File: config.mk
export PLATFORM = sky130hd
export DESIGN_NAME = spectral_centroid_frame
export DESIGN_NICKNAME = d
export VERILOG_FILES = /design/src/sv/scf_pkg.sv /design/src/sv/scf_datapath.sv /design/src/sv/scf_ctrl.sv /design/src/sv/spectral_centroid_frame.sv
export SDC_FILE = /design/constraint.sdc
export NUM_CORES = 2
export LEC_CHECK = 0
export ABC_AREA = 1
export ABC_CLOCK_PERIOD_IN_PS = 20200
export CAP_MARGIN = 20
export CORE_AREA = 5 5 420 319
export DETAILED_ROUTE_END_ITERATION = 8
export DIE_AREA = 0 0 425 324
export DONT_BUFFER_PORTS = 1
export GPL_TIMING_DRIVEN = 0
export PLACE_DENSITY_LB_ADDON = 0.25
export SLEW_MARGIN = 20
export SYNTH_ARGS = -nofsm -noshare
export SYNTH_HDL_FRONTEND = slang
export SYNTH_SLANG_ARGS = --single-unit
export TNS_END_PERCENT = 1
File: constraint.sdc
create_clock -name aclk -period 20.2 [get_ports aclk]
set_clock_uncertainty 0.05 [all_clocks]
set_input_delay 4.04 -clock aclk [delete_from_list [all_inputs] [get_ports aclk]]
set_output_delay 4.04 -clock aclk [all_outputs]
set_load 0.1 [all_outputs]
File: src/sv/scf_pkg.sv
// ----------------------------------------------------------------------------
// scf_pkg: shared types and constants
// Widths, commands and controller states for the spectral centroid block.
// ----------------------------------------------------------------------------
package scf_pkg;

    localparam int SAMPLE_W = 16;
    localparam int SQ_W     = 2 * SAMPLE_W + 1;
    localparam int MAG_W    = SAMPLE_W + 1;
    localparam int WSUM_W   = 34;
    localparam int MSUM_W   = 25;
    localparam int BW_W     = 24;
    localparam int OUT_W    = 26;
    localparam int DIFF_W   = WSUM_W + 2;
    localparam int NUM_W    = DIFF_W + BW_W;
    localparam int DEN_W    = MSUM_W + 9;
    localparam int QUO_W    = NUM_W;
    localparam int SQRT_STEPS = (SQ_W + 1) / 2;
    localparam logic [BW_W-1:0] BW_RESET = 24'd6144000;

    typedef enum logic [2:0] {
        ST_IDLE,
        ST_SQRT,
        ST_ACC,
        ST_PREP,
        ST_MUL,
        ST_DIV,
        ST_OUT
    } state_t;

    typedef struct packed {
        logic load;
        logic sqrt_step;
        logic acc;
        logic prep;
        logic mul;
        logic div_start;
        logic div_step;
        logic clear;
    } cmd_t;

    typedef struct packed {
        logic sqrt_done;
        logic div_done;
        logic last;
    } status_t;

endpackage

File: src/sv/scf_datapath.sv
// ----------------------------------------------------------------------------
// scf_datapath: magnitude, accumulators and centroid divider
// Bit-serial square root, saturating sums, one multiply, restoring divide.
// ----------------------------------------------------------------------------
module scf_datapath #(
    parameter int HALF_BINS = 512
) (
    input  logic                          aclk,
    input  logic                          aresetn,
    input  scf_pkg::cmd_t                 cmd,
    output scf_pkg::status_t              status,
    input  logic signed [scf_pkg::SAMPLE_W-1:0] real_part,
    input  logic signed [scf_pkg::SAMPLE_W-1:0] imag_part,
    input  logic                          last,
    input  logic [scf_pkg::BW_W-1:0]      bin_width,
    output logic signed [scf_pkg::OUT_W-1:0] centroid
);
    import scf_pkg::*;

    localparam int IDX_W = $clog2(HALF_BINS);
    localparam logic [IDX_W-1:0] IDX_MAX = IDX_W'(HALF_BINS - 1);
    localparam int CNT_W = $clog2(QUO_W + 1);

    logic [2*SQRT_STEPS-1:0] rem_reg;
    logic [MAG_W-1:0]  root_reg;
    logic [$clog2(SQRT_STEPS+1)-1:0] sq_cnt_reg;
    logic              last_reg;
    logic [IDX_W-1:0]  idx_reg;
    logic [WSUM_W-1:0] wsum_reg;
    logic [MSUM_W-1:0] msum_reg;
    logic signed [DIFF_W-1:0] diff_reg;
    logic [NUM_W-1:0]  num_reg;
    logic              neg_reg;
    logic [DEN_W-1:0]  den_reg;
    logic [DEN_W:0]    drem_reg;
    logic [QUO_W-1:0]  quo_reg;
    logic              inexact_reg;
    logic [CNT_W-1:0]  dcnt_reg;

    logic [SAMPLE_W:0] are, aim;
    logic [SQ_W-1:0]   sq;
    assign are = real_part[SAMPLE_W-1] ? -{real_part[SAMPLE_W-1], real_part}
                                       :  {real_part[SAMPLE_W-1], real_part};
    assign aim = imag_part[SAMPLE_W-1] ? -{imag_part[SAMPLE_W-1], imag_part}
                                       :  {imag_part[SAMPLE_W-1], imag_part};
    assign sq  = SQ_W'(are * are) + SQ_W'(aim * aim);

    // one root bit per step, two remainder bits in
    logic [2*SQRT_STEPS-1:0] sq_bits;
    logic [MAG_W+1:0]  trial;
    logic [MAG_W+1:0]  part;
    logic [$clog2(SQRT_STEPS+1)-1:0] sh;
    always_comb begin
        sh      = sq_cnt_reg;
        sq_bits = rem_reg;
        part    = '0;
        trial   = {root_reg, 2'b01};
        part    = (MAG_W+2)'(sq_bits >> (2 * (SQRT_STEPS - 1)));
    end

    // divider compare
    logic [DEN_W:0] dsh;
    logic [DEN_W:0] dsub;
    assign dsh  = {drem_reg[DEN_W-1:0], num_reg[NUM_W-1]};
    assign dsub = dsh - {1'b0, den_reg};

    // magnitude of the signed difference ahead of the multiply
    logic [DIFF_W-1:0] adiff;
    assign adiff = diff_reg[DIFF_W-1] ? DIFF_W'(-diff_reg) : DIFF_W'(diff_reg);

    logic [WSUM_W+IDX_W-1:0] prod;
    logic [WSUM_W:0] wadd;
    logic [MSUM_W:0] madd;
    assign prod = idx_reg * root_reg;
    assign wadd = {1'b0, wsum_reg} + (WSUM_W+1)'(prod);
    assign madd = {1'b0, msum_reg} + (MSUM_W+1)'(root_reg);

    // root and remainder have separate registers: rem holds the shifted radicand
    logic [MAG_W+1:0] acc_rem;
    logic [MAG_W+1:0] rmd_reg;
    logic [MAG_W+1:0] rmd_sh;
    assign rmd_sh  = {rmd_reg[MAG_W-1:0], part[1:0]};
    assign acc_rem = rmd_sh - trial;

    always_ff @(posedge aclk) begin
        if (cmd.load) begin
            rem_reg    <= (2*SQRT_STEPS)'(sq);
            root_reg   <= '0;
            rmd_reg    <= '0;
            sq_cnt_reg <= '0;
            last_reg   <= last;
        end else if (cmd.sqrt_step) begin
            rem_reg    <= rem_reg << 2;
            sq_cnt_reg <= sq_cnt_reg + 1'b1;
            if (!acc_rem[MAG_W+1]) begin
                rmd_reg  <= acc_rem;
                root_reg <= {root_reg[MAG_W-2:0], 1'b1};
            end else begin
                rmd_reg  <= rmd_sh;
                root_reg <= {root_reg[MAG_W-2:0], 1'b0};
            end
        end
        if (!aresetn || cmd.clear) begin
            idx_reg  <= '0;
            wsum_reg <= '0;
            msum_reg <= '0;
        end else if (cmd.acc) begin
            wsum_reg <= (wadd[WSUM_W] || prod[WSUM_W+IDX_W-1:WSUM_W] != '0) ? '1
                                                             : wadd[WSUM_W-1:0];
            msum_reg <= madd[MSUM_W] ? '1 : madd[MSUM_W-1:0];
            if (idx_reg != IDX_MAX) idx_reg <= idx_reg + 1'b1;
        end
        if (cmd.prep) begin
            den_reg  <= {(msum_reg == '0) ? MSUM_W'(1) : msum_reg, 9'd0};
            diff_reg <= $signed({2'b00, wsum_reg} << 1)
                      - $signed({{(DIFF_W-MSUM_W){1'b0}},
                                 (msum_reg == '0) ? MSUM_W'(1) : msum_reg});
        end
        if (cmd.mul) begin
            neg_reg <= diff_reg[DIFF_W-1];
            num_reg <= NUM_W'(adiff) * NUM_W'(bin_width);
        end
        if (cmd.div_start) begin
            drem_reg    <= '0;
            quo_reg     <= '0;
            dcnt_reg    <= '0;
            inexact_reg <= 1'b0;
        end else if (cmd.div_step) begin
            num_reg  <= num_reg << 1;
            dcnt_reg <= dcnt_reg + 1'b1;
            if (!dsub[DEN_W]) begin
                drem_reg <= dsub;
                quo_reg  <= {quo_reg[QUO_W-2:0], 1'b1};
            end else begin
                drem_reg <= dsh;
                quo_reg  <= {quo_reg[QUO_W-2:0], 1'b0};
            end
        end
    end

    assign status.sqrt_done = (sq_cnt_reg == ($clog2(SQRT_STEPS+1))'(SQRT_STEPS));
    assign status.div_done  = (dcnt_reg == CNT_W'(QUO_W));
    assign status.last      = last_reg;

    // floor for negative quotients, then saturate
    logic signed [QUO_W+1:0] q;
    always_comb begin
        q = $signed({2'b00, quo_reg});
        if (neg_reg) q = -q - ((drem_reg != '0) ? 1 : 0);
        if (q > $signed((QUO_W+2)'(33554431)))
            centroid = {1'b0, {(OUT_W-1){1'b1}}};
        else if (q < -$signed((QUO_W+2)'(33554432)))
            centroid = {1'b1, {(OUT_W-1){1'b0}}};
        else
            centroid = q[OUT_W-1:0];
    end

    logic unused;
    assign unused = ^{sh, inexact_reg, part[MAG_W+1:2]};
endmodule

File: src/sv/scf_ctrl.sv
// ----------------------------------------------------------------------------
// scf_ctrl: sequencing controller
// Steps the root per bin and the divider per frame, drives the handshakes.
// ----------------------------------------------------------------------------
module scf_ctrl (
    input  logic              aclk,
    input  logic              aresetn,
    input  logic              s_valid,
    output logic              s_ready,
    output logic              m_valid,
    input  logic              m_ready,
    output scf_pkg::cmd_t     cmd,
    input  scf_pkg::status_t  status
);
    import scf_pkg::*;

    state_t state_reg, state_next;

    always_ff @(posedge aclk) begin
        if (!aresetn) state_reg <= ST_IDLE;
        else          state_reg <= state_next;
    end

    always_comb begin
        state_next = state_reg;
        unique case (state_reg)
            ST_IDLE: if (s_valid) state_next = ST_SQRT;
            ST_SQRT: if (status.sqrt_done) state_next = ST_ACC;
            ST_ACC:  state_next = status.last ? ST_PREP : ST_IDLE;
            ST_PREP: state_next = ST_MUL;
            ST_MUL:  state_next = ST_DIV;
            ST_DIV:  if (status.div_done) state_next = ST_OUT;
            ST_OUT:  if (m_ready) state_next = ST_IDLE;
            default: state_next = ST_IDLE;
        endcase
    end

    always_comb begin
        cmd     = '0;
        s_ready = 1'b0;
        m_valid = 1'b0;
        unique case (state_reg)
            ST_IDLE: begin
                s_ready  = 1'b1;
                cmd.load = s_valid;
            end
            ST_SQRT: cmd.sqrt_step = !status.sqrt_done;
            ST_ACC:  cmd.acc = 1'b1;
            ST_PREP: cmd.prep = 1'b1;
            ST_MUL: begin
                cmd.mul       = 1'b1;
                cmd.div_start = 1'b1;
            end
            ST_DIV:  cmd.div_step = !status.div_done;
            ST_OUT: begin
                m_valid   = 1'b1;
                cmd.clear = m_ready;
            end
            default: ;
        endcase
    end
endmodule

File: src/sv/spectral_centroid_frame.sv
// ----------------------------------------------------------------------------
// spectral_centroid_frame: spectral centroid over one half-spectrum frame
// Magnitude per bin, weighted and plain sums, one divide per frame.
// ----------------------------------------------------------------------------
// Input channel s_*: one FFT bin per transaction, s_last on the final bin.
// Result channel m_*: one centroid per frame in Hz, signed Q.8.
// bin_width is to be written through cfg_we / cfg_data only while the block is
// idle; the block itself does not enforce this. Each bin is loaded, run
// for 17 steps of the bit-serial root unit until it reports done, then
// accumulated. The last bin adds prepare, multiply and a restoring divide
// before m_valid rises. Bins of the next frame are taken once the result
// transaction is done. Reset clears the sums, the bin index and the
// controller and loads bin_width with 93.75 Hz. While m_ready is low the
// result holds on m_centroid_hz_q8 and no new bin is taken.
// ----------------------------------------------------------------------------
module spectral_centroid_frame #(
    parameter int HALF_BINS = 512
) (
    input  logic        aclk,
    input  logic        aresetn,
    input  logic        cfg_we,
    input  logic [23:0] cfg_data,
    input  logic        s_valid,
    output logic        s_ready,
    input  logic signed [15:0] s_real_part,
    input  logic signed [15:0] s_imag_part,
    input  logic        s_last,
    output logic        m_valid,
    input  logic        m_ready,
    output logic signed [25:0] m_centroid_hz_q8
);
    import scf_pkg::*;

    cmd_t    cmd;
    status_t status;
    logic [BW_W-1:0] bin_width_reg;

    always_ff @(posedge aclk) begin
        if (!aresetn)    bin_width_reg <= BW_RESET;
        else if (cfg_we) bin_width_reg <= cfg_data;
    end

    scf_ctrl u_ctrl (
        .aclk, .aresetn, .s_valid, .s_ready, .m_valid, .m_ready,
        .cmd, .status
    );

    scf_datapath #(.HALF_BINS(HALF_BINS)) u_dp (
        .aclk, .aresetn, .cmd, .status,
        .real_part (s_real_part),
        .imag_part (s_imag_part),
        .last      (s_last),
        .bin_width (bin_width_reg),
        .centroid  (m_centroid_hz_q8)
    );
endmodule

==> key figures <==
Clocking
  • Number of CTS-inserted buffers: 46
  • PostCTS Resize Cnt: 0
  • Clk_lat worst skew: 0.66 ns
  • Clock transition at path regs: 0.06 ns
  • Hold-fix buffer count after cts: 0
  • CTS tree: yes
  • Clock sinks: 391
  • H-tree levels: 2
  • CTS root buffer: clkbuf_16
  • CTS Buffer Depth: 3
  • Setup Fix Bufs, Post-CTS: 0

Finish
  • NumNets Final: 12,400
  • Commonest non-fill, non-tap cell in the layout: inv_1
  • Fraction of layout cells with a size suffix above 1: 0.0236
  • FILL cells: 12,000
  • Most frequent cells in the layout: 2,533 x inv_1, 2,160 x nand2_1, 1,322 x fa_1, 1,050 x nor2_1, 587 x ha_1
  • Area Overhead vs Synth: 5.38%
  • Reg area: 0.00878 sq mm
  • Multi-input gate area: 0.0575 sq mm

Min path
  • Hold crit path type: reg2reg

STA
  • Fmax achieved: 71.8 MHz
  • Final worst-path cycle share: 0.689
  • RSZ-0062 raised after global routing: false
  • # setup viols final: 0
  • Worst Tran Pin Value: 1.22 ns
  • Setup TNS: 0 ns
  • Minimum clock period: 13.93 ns
  • Fin. Hold Viols: 0
  • Max Transition Viols Final: 0
  • Slew headroom: 0.184

Drt
  • Post-route ant nets: 0
  • DRT Wirelength: 243 mm
  • 1st-iter DRT viols: 7,094
  • Pre-antenna DRT Iters: 8
  • Average via count per standard cell: 5.58
  • Vias: 68,500
  • WL per Instance: 19.8 microns
  • DRC: 0

Worst setup path
  • Kind of critical path: in2reg
  • CP max stage delay: 0.70 ns
  • CP Max Fanout: 10
  • Cell mode on critical path: inv_1
  • Worst Path Arrival: 14.26 ns
  • CP max-delay cell: buf_1
  • Critical path required time: 20.53 ns
  • CP endpoint kind: flip-flop
  • CP delay by family, top: adder cells
  • WP buf/inv: 12
  • CP startpoint kind: input port

GRT
  • Vias in the first global route: 67,900
  • GRT Resource Usage Total: 0.354
  • GR Overflow Total: 0
  • Initial antenna violation count: 2
  • First-pass GRT wire length: 379 mm
  • Pin count of the biggest net entering global routing: 27

Logic synthesis
  • Synth Flop Type: dfxtp_1
  • Cell area after synthesis: 0.0770 sq mm
  • Yosys warnings: 0
  • Sequential element share of the synthesized area: 0.114
  • Synthesized area per cell: 7.44 sq um
  • FF+latch count, synth: 391
  • Fraction of registers with async set/reset: 0
  • EDFF count, synth: 95
  • Cell variety after synth: 64
  • Syn Inst Count: 10,300

Place
  • Final HPWL from detailed placement: 207 mm
  • Final Wtd Congestion: 1.05
  • I/O Buffers: 0

Flow run
  • Max Cap Viol: 0

Floorplanning
  • DIE AREA: 0.138 sq mm
  • Die Y-Extent: 324 microns
  • Die width: 425 microns
  • # IOs: 90
  • CORE AREA: 0.130 sq mm
  • Num rows: 115
  • Initial core utilization: 0.593

Outcome
  • Status: complete, no violations
[through the flow]
step	util	hold WS, ns	area (sq um)	std cells	setup WS [ns]
3_5_place_dp	0.613	0.401	79600	12200	6.02
6_report	0.625	0.397	81100	12300	6.27
4_1_cts	0.625	0.402	81100	12300	6.68
5_1_grt	0.625	0.423	81100	12300	5.88
3_3_place_gp	0.612	0.389	79500	12200	6.09
2_1_floorplan	-	0.372	77300	10400	7.99
[cell families (layout without fill, tap and decap cells)]
family / after synthesis / after routing / synth area share
simple gates: 3746 / 3746 / 0.197
compound gates: 1190 / 1190 / 0.0855
other cells: 2 / 83 / 0.0000975
flops: 391 / 391 / 0.114
buf+inv: 2925 / 3017 / 0.144
fa+ha+maj: 1909 / 1909 / 0.439
xor+xnor: 182 / 182 / 0.0207
[synthesized netlist by cell type (18+ instances only)]
cell,n,area (sq um)
a21o_1,25,188
nand3_1,235,1180
xor2_1,106,928
nand3b_1,18,135
a21oi_1,492,2460
o21ai_0,426,2130
ha_1,587,7340
or2_2,39,244
a21boi_0,19,143
buf_2,24,120
xnor2_1,76,666
a31oi_1,45,282
o21ai_1,23,115
nand2_1,2160,8110
nor4_1,28,175
o211ai_1,30,225
inv_1,2533,9510
nor2_2,21,131
nand4_1,69,432
dfxtp_1,296,5930
edfxtp_1,95,2850
clkinv_1,25,93.8
buf_1,28,105
a221oi_1,18,158
nor2_1,1051,3950
nor3_1,68,340
o22ai_1,24,150
clkbuf_1,290,1090
fa_1,1322,26500
[path summary, 6_finish.rpt]
path / from / end / slack [ns] / cells after the start
setup / recovery: s_imag_part[0] / u_dp.rem_reg[25]$_DFFE_PP_ / 6.27 / 38
hold reg to reg: u_dp.rem_reg[31]$_DFFE_PP_ / u_dp.rem_reg[33]$_SDFFE_PP0P_ / 0.40 / 2
hold / removal: u_dp.rem_reg[31]$_DFFE_PP_ / u_dp.rem_reg[33]$_SDFFE_PP0P_ / 0.40 / 2
setup reg to reg: u_dp.diff_reg[0]$_DFFE_PP_ / u_dp.num_reg[49]$_DFF_P_ / 9.41 / 37
[worst min-delay path: stages, from the launching register on]
cell and delay, ns:
edfxtp_1 0.32, nand2_1 0.05, o21ai_0 0.05
[layer usage]
layer | wire length [microns] | part of all wire | GRT usage | up-vias
met1 | 100000 | 0.41 | 0.506 | 33200
met5 | 0 | 0 | 0 | -
li1 | - | - | - | 31200
met2 | 100000 | 0.41 | 0.516 | 3583
met4 | 9560 | 0.039 | 0.118 | 0
met3 | 32700 | 0.13 | 0.110 | 482
[cell type report]
class / instances / area share
buffer: 350 / 0.0172
clock buffer: 64 / 0.0164
multi-input combinational: 7107 / 0.708
antenna: 3 / 0.0000925
tap: 1755 / 0.0271
inverter: 2575 / 0.119
sequential: 391 / 0.108
clock inverter: 21 / 0.00281
timing repair buffer: 7 / 0.000894
Power is left out: the tool's default activity adds up to more than one toggle a clock period on the data nets, which glitch-free logic cannot reach.
